`config.mk`:
```
export PLATFORM = sky130hd
export DESIGN_NAME = open_addressing_hash_table
export DESIGN_NICKNAME = d
export VERILOG_FILES = /design/src/rtl/oaht_pkg.sv /design/src/rtl/oaht_ram.sv /design/src/rtl/oaht_hash.sv /design/src/rtl/open_addressing_hash_table.sv
export SDC_FILE = /design/constraint.sdc
export NUM_CORES = 2
export LEC_CHECK = 0
export BUFFER_PORTS_ARGS = -buffer_cell sky130_fd_sc_hd__buf_2
export CORE_MARGIN = 2
export CORE_UTILIZATION = 25
export DETAILED_ROUTE_END_ITERATION = 10
export PLACE_DENSITY = 0.5
export SLEW_MARGIN = 10
export SYNTH_ARGS = -nofsm -noshare
export SYNTH_HDL_FRONTEND = slang
export SYNTH_SLANG_ARGS = --single-unit
```
`constraint.sdc`:
```
create_clock -name clk -period 12.75 [get_ports clk]
set_input_delay 0 -clock clk [delete_from_list [all_inputs] [get_ports clk]]
set_output_delay 0 -clock clk [all_outputs]
set_load 0.05 [all_outputs]
```
`src/rtl/oaht_pkg.sv`:
```
// Package for the open-addressing hash table: field widths, operation,
// status and slot-state codes, the stored entry layout and default sizes.
// No dependencies.
`default_nettype none

package oaht_pkg;

    localparam int CAPACITY_DEF   = 31;
    localparam int STEP_PRIME_DEF = 13;

    localparam int KEY_W       = 32;
    localparam int DATA_W      = 32;
    localparam int MODE_W      = 2;
    localparam int STATUS_W    = 3;
    localparam int SLOT_W      = 5;
    localparam int ENTRY_CNT_W = 5;

    localparam int IN_TDATA_W  = 64;
    localparam int OUT_TDATA_W = 48;
    localparam int OUT_PAD_W   = OUT_TDATA_W - (SLOT_W + DATA_W + ENTRY_CNT_W + 1);

    localparam int APB_ADDR_W = 3;
    localparam int APB_DATA_W = 32;
    localparam logic REG_PROBE_MODE = 1'b0;
    localparam logic PROBE_MODE_RESET = 1'b1;

    // Key bits folded into the residues per cycle of the hash unit.
    localparam int HASH_BITS = 4;

    typedef enum logic [MODE_W-1:0] {
        MODE_INSERT = 2'd0,
        MODE_FIND   = 2'd1,
        MODE_REMOVE = 2'd2
    } mode_t;

    typedef enum logic [STATUS_W-1:0] {
        RES_INSERTED  = 3'd0,
        RES_REPLACED  = 3'd1,
        RES_FOUND     = 3'd2,
        RES_NOT_FOUND = 3'd3,
        RES_REMOVED   = 3'd4,
        RES_FULL      = 3'd5
    } status_t;

    typedef enum logic [1:0] {
        ST_EMPTY   = 2'd0,
        ST_USED    = 2'd1,
        ST_DELETED = 2'd2
    } slot_state_t;

    typedef struct packed {
        slot_state_t             state;
        logic [KEY_W-1:0]        key;
        logic [DATA_W-1:0]       data;
    } entry_t;

endpackage

`default_nettype wire

```
`src/rtl/oaht_ram.sv`:
```
// Generic single-port-write, single-port-read synchronous RAM with a
// registered read. No dependencies.
`default_nettype none

module oaht_ram #(
    parameter int WIDTH = 8,
    parameter int DEPTH = 16
) (
    input  wire logic                     clk,
    input  wire logic                     wr_en,
    input  wire logic [$clog2(DEPTH)-1:0] wr_addr,
    input  wire logic [WIDTH-1:0]         wr_data,
    input  wire logic                     rd_en,
    input  wire logic [$clog2(DEPTH)-1:0] rd_addr,
    output logic      [WIDTH-1:0]         rd_data
);

    logic [WIDTH-1:0] mem [DEPTH];

    always_ff @(posedge clk)
    begin
        if (wr_en)
        begin
            mem[wr_addr] <= wr_data;
        end
        if (rd_en)
        begin
            rd_data <= mem[rd_addr];
        end
    end

endmodule

`default_nettype wire

```
`src/rtl/oaht_hash.sv`:
```
// Hash unit: reduces a key modulo the capacity and modulo the step prime,
// a few bits per cycle, and gives the home slot and the probe step.
// Depends on oaht_pkg.
`default_nettype none

module oaht_hash #(
    parameter int CAPACITY   = oaht_pkg::CAPACITY_DEF,
    parameter int STEP_PRIME = oaht_pkg::STEP_PRIME_DEF
) (
    input  wire logic                          clk,
    input  wire logic                          rst_n,
    input  wire logic                          start,
    input  wire logic [oaht_pkg::KEY_W-1:0]    key,
    input  wire logic                          probe_mode,
    output logic                               done,
    output logic [$clog2(CAPACITY)-1:0]        home,
    output logic [$clog2(CAPACITY)-1:0]        step
);

    localparam int IDX_W       = $clog2(CAPACITY);
    localparam int PRIME_W     = $clog2(STEP_PRIME);
    localparam int STEP_W      = $clog2(STEP_PRIME + 1);
    localparam int CMP_W       = ((STEP_W > IDX_W) ? STEP_W : IDX_W) + 1;
    localparam int HASH_CYCLES = oaht_pkg::KEY_W / oaht_pkg::HASH_BITS;
    localparam int HC_W        = $clog2(HASH_CYCLES);

    logic [oaht_pkg::KEY_W-1:0] key_sh_reg;
    logic [oaht_pkg::KEY_W-1:0] key_sh_next;
    logic [IDX_W-1:0]           rc_reg;
    logic [IDX_W-1:0]           rc_next;
    logic [PRIME_W-1:0]         rp_reg;
    logic [PRIME_W-1:0]         rp_next;
    logic [HC_W-1:0]            cnt_reg;
    logic                       busy_reg;
    logic                       done_reg;
    logic [STEP_W-1:0]          step_full;
    logic [CMP_W-1:0]           step_ext;

    always_comb
    begin
        logic [IDX_W:0]     rc_t;
        logic [PRIME_W:0]   rp_t;
        logic [IDX_W-1:0]   rc;
        logic [PRIME_W-1:0] rp;
        rc = rc_reg;
        rp = rp_reg;
        for (int i = 0; i < oaht_pkg::HASH_BITS; i++)
        begin
            rc_t = {rc, key_sh_reg[oaht_pkg::KEY_W-1-i]};
            if (rc_t >= (IDX_W+1)'(CAPACITY))
            begin
                rc_t = rc_t - (IDX_W+1)'(CAPACITY);
            end
            rc = rc_t[IDX_W-1:0];
            rp_t = {rp, key_sh_reg[oaht_pkg::KEY_W-1-i]};
            if (rp_t >= (PRIME_W+1)'(STEP_PRIME))
            begin
                rp_t = rp_t - (PRIME_W+1)'(STEP_PRIME);
            end
            rp = rp_t[PRIME_W-1:0];
        end
        rc_next = rc;
        rp_next = rp;
        key_sh_next = key_sh_reg << oaht_pkg::HASH_BITS;
    end

    always_ff @(posedge clk or negedge rst_n)
    begin
        if (!rst_n)
        begin
            busy_reg <= 1'b0;
            done_reg <= 1'b0;
            cnt_reg  <= '0;
        end
        else
        begin
            done_reg <= 1'b0;
            if (start)
            begin
                busy_reg <= 1'b1;
                cnt_reg  <= '0;
            end
            else if (busy_reg)
            begin
                cnt_reg <= cnt_reg + 1'b1;
                if (cnt_reg == HC_W'(HASH_CYCLES - 1))
                begin
                    busy_reg <= 1'b0;
                    done_reg <= 1'b1;
                end
            end
        end
    end

    always_ff @(posedge clk)
    begin
        if (start)
        begin
            key_sh_reg <= key;
            rc_reg     <= '0;
            rp_reg     <= '0;
        end
        else if (busy_reg)
        begin
            key_sh_reg <= key_sh_next;
            rc_reg     <= rc_next;
            rp_reg     <= rp_next;
        end
    end

    always_comb
    begin
        if (probe_mode)
        begin
            step_full = STEP_W'(STEP_PRIME) - STEP_W'(rp_reg);
        end
        else
        begin
            step_full = STEP_W'(1);
        end
        step_ext = CMP_W'(step_full);
        if (step_ext >= CMP_W'(CAPACITY))
        begin
            step_ext = step_ext - CMP_W'(CAPACITY);
        end
    end

    assign done = done_reg;
    assign home = rc_reg;
    assign step = step_ext[IDX_W-1:0];

endmodule

`default_nettype wire

```
`src/rtl/open_addressing_hash_table.sv`:
```
// Open-addressing hash table with linear or double-hashing probes.
// Requests arrive on the s_ stream (s_tuser: mode; s_tdata: key, data) and
// one result per request leaves on the m_ stream (m_tuser: status; m_tdata:
// slot, data_out, entry_count, over_half). probe_mode sits at APB address 0.
// After reset the table is swept to empty while s_tready stays low;
// configuration writes are taken throughout. One request is worked on
// at a time. The key is reduced modulo the capacity and the step prime
// four bits a cycle, then the probe reads one slot per cycle from the
// entry RAM, whose read is registered. An unknown mode skips the hash
// and the probe and goes straight to the result.
// The table is updated at the end of the probe, then the result moves to
// the output register. When the receiver stalls, the result waits there and
// the next request is still accepted and processed; it finishes into the
// output register once the earlier result has been taken.
// Depends on oaht_pkg, oaht_hash and oaht_ram.
`default_nettype none

module open_addressing_hash_table #(
    parameter int CAPACITY   = oaht_pkg::CAPACITY_DEF,
    parameter int STEP_PRIME = oaht_pkg::STEP_PRIME_DEF
) (
    input  wire logic                                clk,
    input  wire logic                                rst_n,
    input  wire logic                                s_tvalid,
    output logic                                     s_tready,
    // key [31:0], data [63:32]
    input  wire logic [oaht_pkg::IN_TDATA_W-1:0]     s_tdata,
    // mode [1:0]
    input  wire logic [oaht_pkg::MODE_W-1:0]         s_tuser,
    output logic                                     m_tvalid,
    input  wire logic                                m_tready,
    // slot [4:0], data_out [36:5], entry_count [41:37], over_half [42], zero above
    output logic [oaht_pkg::OUT_TDATA_W-1:0]         m_tdata,
    // status [2:0]
    output logic [oaht_pkg::STATUS_W-1:0]            m_tuser,
    input  wire logic                                psel,
    input  wire logic                                penable,
    input  wire logic                                pwrite,
    input  wire logic [oaht_pkg::APB_ADDR_W-1:0]     paddr,
    input  wire logic [oaht_pkg::APB_DATA_W-1:0]     pwdata,
    output logic [oaht_pkg::APB_DATA_W-1:0]          prdata,
    output logic                                     pready
);

    localparam int IDX_W = $clog2(CAPACITY);
    localparam int CNT_W = $clog2(CAPACITY + 1);

    typedef enum logic [4:0] {
        S_CLEAR  = 5'b00001,
        S_IDLE   = 5'b00010,
        S_HASH   = 5'b00100,
        S_PROBE  = 5'b01000,
        S_RESULT = 5'b10000
    } fsm_t;

    fsm_t                               fsm_reg;
    fsm_t                               fsm_next;
    logic [oaht_pkg::MODE_W-1:0]        mode_reg;
    logic [oaht_pkg::KEY_W-1:0]         key_reg;
    logic [oaht_pkg::DATA_W-1:0]        data_reg;
    logic                               take_req;
    logic [IDX_W-1:0]                   clr_cnt_reg;
    logic [IDX_W-1:0]                   clr_cnt_next;
    logic [IDX_W-1:0]                   pos_reg;
    logic [IDX_W-1:0]                   pos_next;
    logic [IDX_W-1:0]                   step_reg;
    logic [IDX_W-1:0]                   step_next;
    logic [CNT_W-1:0]                   issue_cnt_reg;
    logic [CNT_W-1:0]                   issue_cnt_next;
    logic [CNT_W-1:0]                   visit_cnt_reg;
    logic [CNT_W-1:0]                   visit_cnt_next;
    logic                               rd_pend_reg;
    logic                               rd_pend_next;
    logic [IDX_W-1:0]                   rd_pos_reg;
    logic [IDX_W-1:0]                   rd_pos_next;
    logic                               have_tomb_reg;
    logic                               have_tomb_next;
    logic [IDX_W-1:0]                   tomb_reg;
    logic [IDX_W-1:0]                   tomb_next;
    logic [CNT_W-1:0]                   count_reg;
    logic [CNT_W-1:0]                   count_next;
    oaht_pkg::status_t                  res_status_reg;
    oaht_pkg::status_t                  res_status_next;
    logic [IDX_W-1:0]                   res_slot_reg;
    logic [IDX_W-1:0]                   res_slot_next;
    logic [oaht_pkg::DATA_W-1:0]        res_data_reg;
    logic [oaht_pkg::DATA_W-1:0]        res_data_next;
    logic                               out_load;
    logic                               out_valid_reg;
    oaht_pkg::status_t                  out_status_reg;
    logic [oaht_pkg::SLOT_W-1:0]        out_slot_reg;
    logic [oaht_pkg::DATA_W-1:0]        out_data_reg;
    logic [oaht_pkg::ENTRY_CNT_W-1:0]   out_count_reg;
    logic                               out_half_reg;
    logic                               probe_mode_reg;
    logic                               hash_start;
    logic                               hash_done;
    logic [IDX_W-1:0]                   hash_home;
    logic [IDX_W-1:0]                   hash_step;
    logic                               ram_wr_en;
    logic [IDX_W-1:0]                   ram_wr_addr;
    oaht_pkg::entry_t                   ram_wr_data;
    logic                               ram_rd_en;
    logic [IDX_W-1:0]                   ram_rd_addr;
    oaht_pkg::entry_t                   ram_rd_data;
    logic [IDX_W:0]                     pos_sum;
    logic [IDX_W-1:0]                   pos_adv;

    oaht_hash #(
        .CAPACITY   (CAPACITY),
        .STEP_PRIME (STEP_PRIME)
    ) u_hash (
        .clk        (clk),
        .rst_n      (rst_n),
        .start      (hash_start),
        .key        (s_tdata[oaht_pkg::KEY_W-1:0]),
        .probe_mode (probe_mode_reg),
        .done       (hash_done),
        .home       (hash_home),
        .step       (hash_step)
    );

    oaht_ram #(
        .WIDTH (($bits(oaht_pkg::entry_t))),
        .DEPTH (CAPACITY)
    ) u_ram (
        .clk     (clk),
        .wr_en   (ram_wr_en),
        .wr_addr (ram_wr_addr),
        .wr_data (ram_wr_data),
        .rd_en   (ram_rd_en),
        .rd_addr (ram_rd_addr),
        .rd_data (ram_rd_data)
    );

    always_comb
    begin
        pos_sum = {1'b0, pos_reg} + {1'b0, step_reg};
        if (pos_sum >= (IDX_W+1)'(CAPACITY))
        begin
            pos_sum = pos_sum - (IDX_W+1)'(CAPACITY);
        end
        pos_adv = pos_sum[IDX_W-1:0];
    end

    always_comb
    begin
        oaht_pkg::entry_t ent;
        logic             key_hit;
        logic             last_visit;
        logic             exh_tomb;
        logic [IDX_W-1:0] tomb_sel;

        fsm_next        = fsm_reg;
        take_req        = 1'b0;
        hash_start      = 1'b0;
        clr_cnt_next    = clr_cnt_reg;
        pos_next        = pos_reg;
        step_next       = step_reg;
        issue_cnt_next  = issue_cnt_reg;
        visit_cnt_next  = visit_cnt_reg;
        rd_pend_next    = 1'b0;
        rd_pos_next     = rd_pos_reg;
        have_tomb_next  = have_tomb_reg;
        tomb_next       = tomb_reg;
        count_next      = count_reg;
        res_status_next = res_status_reg;
        res_slot_next   = res_slot_reg;
        res_data_next   = res_data_reg;
        out_load        = 1'b0;
        ram_wr_en       = 1'b0;
        ram_wr_addr     = '0;
        ram_wr_data     = '0;
        ram_rd_en       = 1'b0;
        ram_rd_addr     = pos_reg;

        ent        = ram_rd_data;
        key_hit    = (ent.state == oaht_pkg::ST_USED) && (ent.key == key_reg);
        last_visit = (visit_cnt_reg == CNT_W'(CAPACITY - 1));
        exh_tomb   = have_tomb_reg || (ent.state == oaht_pkg::ST_DELETED);
        tomb_sel   = have_tomb_reg ? tomb_reg : rd_pos_reg;

        case (fsm_reg)
            S_CLEAR:
            begin
                ram_wr_en         = 1'b1;
                ram_wr_addr       = clr_cnt_reg;
                ram_wr_data.state = oaht_pkg::ST_EMPTY;
                if (clr_cnt_reg == IDX_W'(CAPACITY - 1))
                begin
                    fsm_next = S_IDLE;
                end
                else
                begin
                    clr_cnt_next = clr_cnt_reg + 1'b1;
                end
            end

            S_IDLE:
            begin
                if (s_tvalid)
                begin
                    take_req = 1'b1;
                    if ((s_tuser == oaht_pkg::MODE_INSERT) ||
                        (s_tuser == oaht_pkg::MODE_FIND) ||
                        (s_tuser == oaht_pkg::MODE_REMOVE))
                    begin
                        hash_start = 1'b1;
                        fsm_next   = S_HASH;
                    end
                    else
                    begin
                        res_status_next = oaht_pkg::RES_NOT_FOUND;
                        res_slot_next   = '0;
                        res_data_next   = '0;
                        fsm_next        = S_RESULT;
                    end
                end
            end

            S_HASH:
            begin
                if (hash_done)
                begin
                    pos_next       = hash_home;
                    step_next      = hash_step;
                    issue_cnt_next = '0;
                    visit_cnt_next = '0;
                    have_tomb_next = 1'b0;
                    tomb_next      = '0;
                    fsm_next       = S_PROBE;
                end
            end

            S_PROBE:
            begin
                if (issue_cnt_reg != CNT_W'(CAPACITY))
                begin
                    ram_rd_en      = 1'b1;
                    pos_next       = pos_adv;
                    issue_cnt_next = issue_cnt_reg + 1'b1;
                    rd_pend_next   = 1'b1;
                    rd_pos_next    = pos_reg;
                end
                if (rd_pend_reg)
                begin
                    visit_cnt_next = visit_cnt_reg + 1'b1;
                    res_data_next  = '0;
                    case (mode_reg)
                        oaht_pkg::MODE_INSERT:
                        begin
                            if ((ent.state == oaht_pkg::ST_DELETED) && !have_tomb_reg)
                            begin
                                have_tomb_next = 1'b1;
                                tomb_next      = rd_pos_reg;
                            end
                            if ((ent.state == oaht_pkg::ST_EMPTY) || (last_visit && exh_tomb &&
                                !key_hit))
                            begin
                                ram_wr_en         = 1'b1;
                                ram_wr_addr       = tomb_sel;
                                ram_wr_data.state = oaht_pkg::ST_USED;
                                ram_wr_data.key   = key_reg;
                                ram_wr_data.data  = data_reg;
                                count_next        = count_reg + 1'b1;
                                res_status_next   = oaht_pkg::RES_INSERTED;
                                res_slot_next     = tomb_sel;
                                fsm_next          = S_RESULT;
                            end
                            else if (key_hit)
                            begin
                                ram_wr_en         = 1'b1;
                                ram_wr_addr       = rd_pos_reg;
                                ram_wr_data.state = oaht_pkg::ST_USED;
                                ram_wr_data.key   = key_reg;
                                ram_wr_data.data  = data_reg;
                                res_status_next   = oaht_pkg::RES_REPLACED;
                                res_slot_next     = rd_pos_reg;
                                fsm_next          = S_RESULT;
                            end
                            else if (last_visit)
                            begin
                                res_status_next = oaht_pkg::RES_FULL;
                                res_slot_next   = '0;
                                fsm_next        = S_RESULT;
                            end
                        end

                        oaht_pkg::MODE_FIND, oaht_pkg::MODE_REMOVE:
                        begin
                            if (ent.state == oaht_pkg::ST_EMPTY)
                            begin
                                res_status_next = oaht_pkg::RES_NOT_FOUND;
                                res_slot_next   = '0;
                                fsm_next        = S_RESULT;
                            end
                            else if (key_hit)
                            begin
                                res_slot_next = rd_pos_reg;
                                fsm_next      = S_RESULT;
                                if (mode_reg == oaht_pkg::MODE_FIND)
                                begin
                                    res_status_next = oaht_pkg::RES_FOUND;
                                    res_data_next   = ent.data;
                                end
                                else
                                begin
                                    ram_wr_en         = 1'b1;
                                    ram_wr_addr       = rd_pos_reg;
                                    ram_wr_data.state = oaht_pkg::ST_DELETED;
                                    ram_wr_data.key   = ent.key;
                                    ram_wr_data.data  = ent.data;
                                    if (count_reg != '0)
                                    begin
                                        count_next = count_reg - 1'b1;
                                    end
                                    res_status_next = oaht_pkg::RES_REMOVED;
                                end
                            end
                            else if (last_visit)
                            begin
                                res_status_next = oaht_pkg::RES_NOT_FOUND;
                                res_slot_next   = '0;
                                fsm_next        = S_RESULT;
                            end
                        end

                        default:
                        begin
                            res_status_next = oaht_pkg::RES_NOT_FOUND;
                            res_slot_next   = '0;
                            fsm_next        = S_RESULT;
                        end
                    endcase
                    if (fsm_next == S_RESULT)
                    begin
                        rd_pend_next = 1'b0;
                    end
                end
            end

            S_RESULT:
            begin
                if (!out_valid_reg || m_tready)
                begin
                    out_load = 1'b1;
                    fsm_next = S_IDLE;
                end
            end

            default:
            begin
                fsm_next = S_IDLE;
            end
        endcase
    end

    always_ff @(posedge clk or negedge rst_n)
    begin
        if (!rst_n)
        begin
            fsm_reg        <= S_CLEAR;
            clr_cnt_reg    <= '0;
            issue_cnt_reg  <= '0;
            visit_cnt_reg  <= '0;
            rd_pend_reg    <= 1'b0;
            have_tomb_reg  <= 1'b0;
            count_reg      <= '0;
            out_valid_reg  <= 1'b0;
            probe_mode_reg <= oaht_pkg::PROBE_MODE_RESET;
        end
        else
        begin
            fsm_reg       <= fsm_next;
            clr_cnt_reg   <= clr_cnt_next;
            issue_cnt_reg <= issue_cnt_next;
            visit_cnt_reg <= visit_cnt_next;
            rd_pend_reg   <= rd_pend_next;
            have_tomb_reg <= have_tomb_next;
            count_reg     <= count_next;
            if (out_load)
            begin
                out_valid_reg <= 1'b1;
            end
            else if (m_tready)
            begin
                out_valid_reg <= 1'b0;
            end
            if (psel && penable && pwrite && (paddr[2] == oaht_pkg::REG_PROBE_MODE))
            begin
                probe_mode_reg <= pwdata[0];
            end
        end
    end

    always_ff @(posedge clk)
    begin
        if (take_req)
        begin
            mode_reg <= s_tuser;
            key_reg  <= s_tdata[oaht_pkg::KEY_W-1:0];
            data_reg <= s_tdata[oaht_pkg::KEY_W +: oaht_pkg::DATA_W];
        end
        pos_reg        <= pos_next;
        step_reg       <= step_next;
        rd_pos_reg     <= rd_pos_next;
        tomb_reg       <= tomb_next;
        res_status_reg <= res_status_next;
        res_slot_reg   <= res_slot_next;
        res_data_reg   <= res_data_next;
        if (out_load)
        begin
            out_status_reg <= res_status_reg;
            out_slot_reg   <= oaht_pkg::SLOT_W'(res_slot_reg);
            out_data_reg   <= res_data_reg;
            out_count_reg  <= oaht_pkg::ENTRY_CNT_W'(count_reg);
            out_half_reg   <= ({count_reg, 1'b0} > (CNT_W+1)'(CAPACITY));
        end
    end

    assign s_tready = (fsm_reg == S_IDLE);
    assign m_tvalid = out_valid_reg;
    assign m_tuser  = out_status_reg;
    assign m_tdata  = {{oaht_pkg::OUT_PAD_W{1'b0}}, out_half_reg, out_count_reg,
                       out_data_reg, out_slot_reg};
    assign pready   = 1'b1;
    assign prdata   = (paddr[2] == oaht_pkg::REG_PROBE_MODE) ?
                      oaht_pkg::APB_DATA_W'(probe_mode_reg) : '0;

endmodule

`default_nettype wire

```
==> impl_metrics.tcl <==
set metrics [dict create \
    worst_pin_slew_ns 1.239 \
    clkLatencyLatePin_ns 0.92 \
    ios 194 \
    hold_slack_ns 0.03491 \
    slew_headroom_pct 17.39 \
    setup_slack_ns 6.577 \
    critical_path_class "reg -> reg" \
    grt_max_degree 135 \
    cts.sinks 2357 \
    path_buf_inv 4 \
    antenna_found_initial 6 \
    tns_ns 0 \
    fill_cells 35380 \
    synthMuxAreaShare_pct 16.36 \
    synthCells 4237 \
    cap_violations 0 \
    leakage_uw 0.02866 \
    dieHeight_um 611.3 \
    synthAdderAreaFrac_pct 0.4085 \
    cts_tree "built" \
    clock_path_buffers 4 \
    drive_above_1_share_pct 27.25 \
    drt_first_pass_iters 5 \
    synthSimpleGateAreaFrac_pct 2.538 \
    dieArea_um2 373600 \
    peakVddDrop_v 0.0001190 \
    crit_top_cell "buf_4" \
    h-tree-depth 4 \
    yosysSeqAreaShare_pct 76.49 \
    clock_skew_ns 0.06734 \
    synthFlopType "edfxtp_1" \
    synth_compound_area_share_pct 2.211 \
    power_uw 17620 \
    final_net_count 4791 \
    finalCriticalPeriod_ns 6.173 \
    cp-end-kind "flip-flop" \
    slowest_delay_ns 0.81 \
    cts_resized 0 \
    synth-edff-count 2314 \
    async_flop_share_pct 1.443 \
    syn_area_per_cell_um2 21.76 \
    port_buffers 123 \
    crit_fanout 96 \
    grt_use_total_pct 12.82 \
    grt_pass1_wl_mm 345.3 \
    hold_viol 0 \
    grt_pass1_vias 45440 \
    post-place-ws_ns 6.544 \
    synth_xor_area_share_pct 0.5972 \
    drc 0 \
    startpoint "key_reg[4]$_DFFE_PP_" \
    clock_tree.root_cell "clkbuf_16" \
    die-width_um 611.3 \
    largest_reg_flops 2046 \
    antenna_left 0 \
    core_area_um2 366400 \
    numCtsBuffers 241 \
    required_ns 13.25 \
    dpl.hpwl_mm 125.9 \
    vias 44520 \
    rr_startpoint "key_reg[4]$_DFFE_PP_" \
    outcome "completed" \
    overflow 0 \
    cp.arrival_ns 6.67 \
    final_common_cell "edfxtp_1" \
    drt-initial-drc-count 4545 \
    fmax_mhz 162.0 \
    post_cts_buffers 0 \
    cp-start-kind "flip-flop" \
    regMostFlops "u_ram.mem" \
    initial_core_util_pct 25.16 \
    syn-cell-area_um2 92190 \
    ys_ff_latch 2357 \
    layout_common_cells "2314 x edfxtp_1, 594 x mux4_2, 241 x clkbuf_16" \
    crit_chain "xor2_1, nor4_1, nand2_1, or4_1, nor2_2, inv_2, nor3_4, buf_12, or3_4, nand3b_4, nor4_4, buf_4, buf_4" \
    hp-class "in -> reg" \
    critPathSlowestCell "buf_4" \
    top_regs "u_ram.mem x2046, u_ram.rd_data x66" \
    final-setup-viol-count 0 \
    period_share_pct 48.42 \
    drt_wl_total_mm 244.7 \
    area_growth_pct 17.36 \
    std_cell_rows 222 \
    p_per_area_nw_per_um2 162.9 \
    clkTransAtPathRegs_ns 0.06 \
    rsz0062_at_grt "false" \
    place_congestion 0.7353 \
    finalMaxSlewViolations 0 \
    r2r_slack_ns 6.58 \
    wire_per_inst_um 25.33 \
    path_delay_family "simple AND/OR/NAND/NOR gates" \
    yosysWarnings 0 \
    synth_top_family_by_area "multiplexers" \
    via_per_inst 4.608 \
    worstHoldStart "s_tdata[15]" \
    post_synth_num_cell_types 97 \
]
## cell usage after synthesis (6+ instances only)
cell | count | area share (%)
and2_1 | 50 | 0.34
and3_1 | 6 | 0.041
a22o_1 | 66 | 0.63
dfxtp_1 | 9 | 0.20
buf_4 | 44 | 0.36
nand2b_1 | 7 | 0.047
xnor2_1 | 18 | 0.17
nand2_1 | 214 | 0.87
ha_1 | 26 | 0.35
nor4_1 | 32 | 0.22
o21ai_0 | 95 | 0.52
xor2_1 | 43 | 0.41
nor4_2 | 11 | 0.15
a21o_1 | 9 | 0.073
nand3_1 | 23 | 0.12
nor3_1 | 14 | 0.076
nand4_1 | 8 | 0.054
mux4_2 | 594 | 15
clkbuf_1 | 123 | 0.50
nor2_1 | 41 | 0.17
inv_1 | 28 | 0.11
mux2_2 | 80 | 0.98
a22oi_1 | 6 | 0.049
a21oi_1 | 28 | 0.15
dfrtp_1 | 32 | 0.87
o21ai_1 | 13 | 0.071
buf_2 | 30 | 0.16
o21a_1 | 13 | 0.11
edfxtp_1 | 2314 | 75
nor2b_1 | 9 | 0.061
buf_1 | 57 | 0.23
mux2i_1 | 79 | 0.86
nand3b_1 | 7 | 0.057
## worst reg2reg max path, delay by kind of cell (launching register included)
family,cells,cell delay (ns)
and+or+nand+nor,8,2.83
xor gates and xnor gates,1,0.22
buffers and inverters,4,2.25
DFF,1,0.40
## area by class of cell
type | instances | area [µm²] | share of cell area [%]
Sequential cell | 2357 | 70520 | 65.18
Clock inverter | 155 | 1376 | 1.272
Timing Repair Buffer | 395 | 3173 | 2.933
Antenna cell | 2 | 5.005 | 0.004626
Tap cell | 4816 | 6026 | 5.569
Clock buffer | 277 | 6166 | 5.699
Inverter | 29 | 111.4 | 0.1029
Multi-Input combinational cell | 1631 | 20820 | 19.24
## metal layers
layer / GRT usage [%] / up-vias / part of all wire (%) / wire length (µm)
met3: 1.623 / 318 / 5.1 / 12390
met4: 3.359 / 0 / 2.2 / 5486
met5: 0 / - / 0 / 0
li1: - / 18480 / - / -
met2: 21.62 / 1365 / 49 / 120700
met1: 17.41 / 24360 / 43 / 106100
## metrics by stage
stage,area [µm²],cells,utilization (%)
final,108200,9662,29.53
after global routing,108200,9661,29.53
after CTS,108200,9660,29.53
after detailed placement,99070,9071,27.04
after global placement,99070,9071,27.04
after floorplan,92320,4272,-
## timing repair
item / 4_1_cts / 5_1_grt
hold buffers: 157 / 0
endpoints found under the hold margin: 159 / 0
setup endpoints to repair: 0 / 0
## final timing paths
kind	endpoint	cells past startpoint
setup / recovery	u_ram.mem[14][21]$_DFFE_PP_	13
hold / removal	key_reg[15]$_DFFE_PP_	2
setup reg to reg	u_ram.mem[14][21]$_DFFE_PP_	13
hold reg to reg	out_data_reg[23]$_DFFE_PP_	0
max in group asynchronous	u_hash.busy_reg$_DFF_PN0_	4
min in group asynchronous	count_reg[1]$_DFFE_PN0P_	4
## cell families after synthesis
logic type / Yosys count
xor gates and xnor gates: 62
and+or+nand+nor: 457
other: 2
buffers and inverters: 284
DFF: 2357
AOI/OAI and AO/OA: 292
adders and majority gates: 29
muxes: 754
## power by group
group,internal (µW),switching [µW],leakage (µW)
registers,8590,141,0.0173
logic,771,1260,0.00770
clock network,3870,2980,0.00368
No activity file was read; power rests on OpenSTA's default activity.
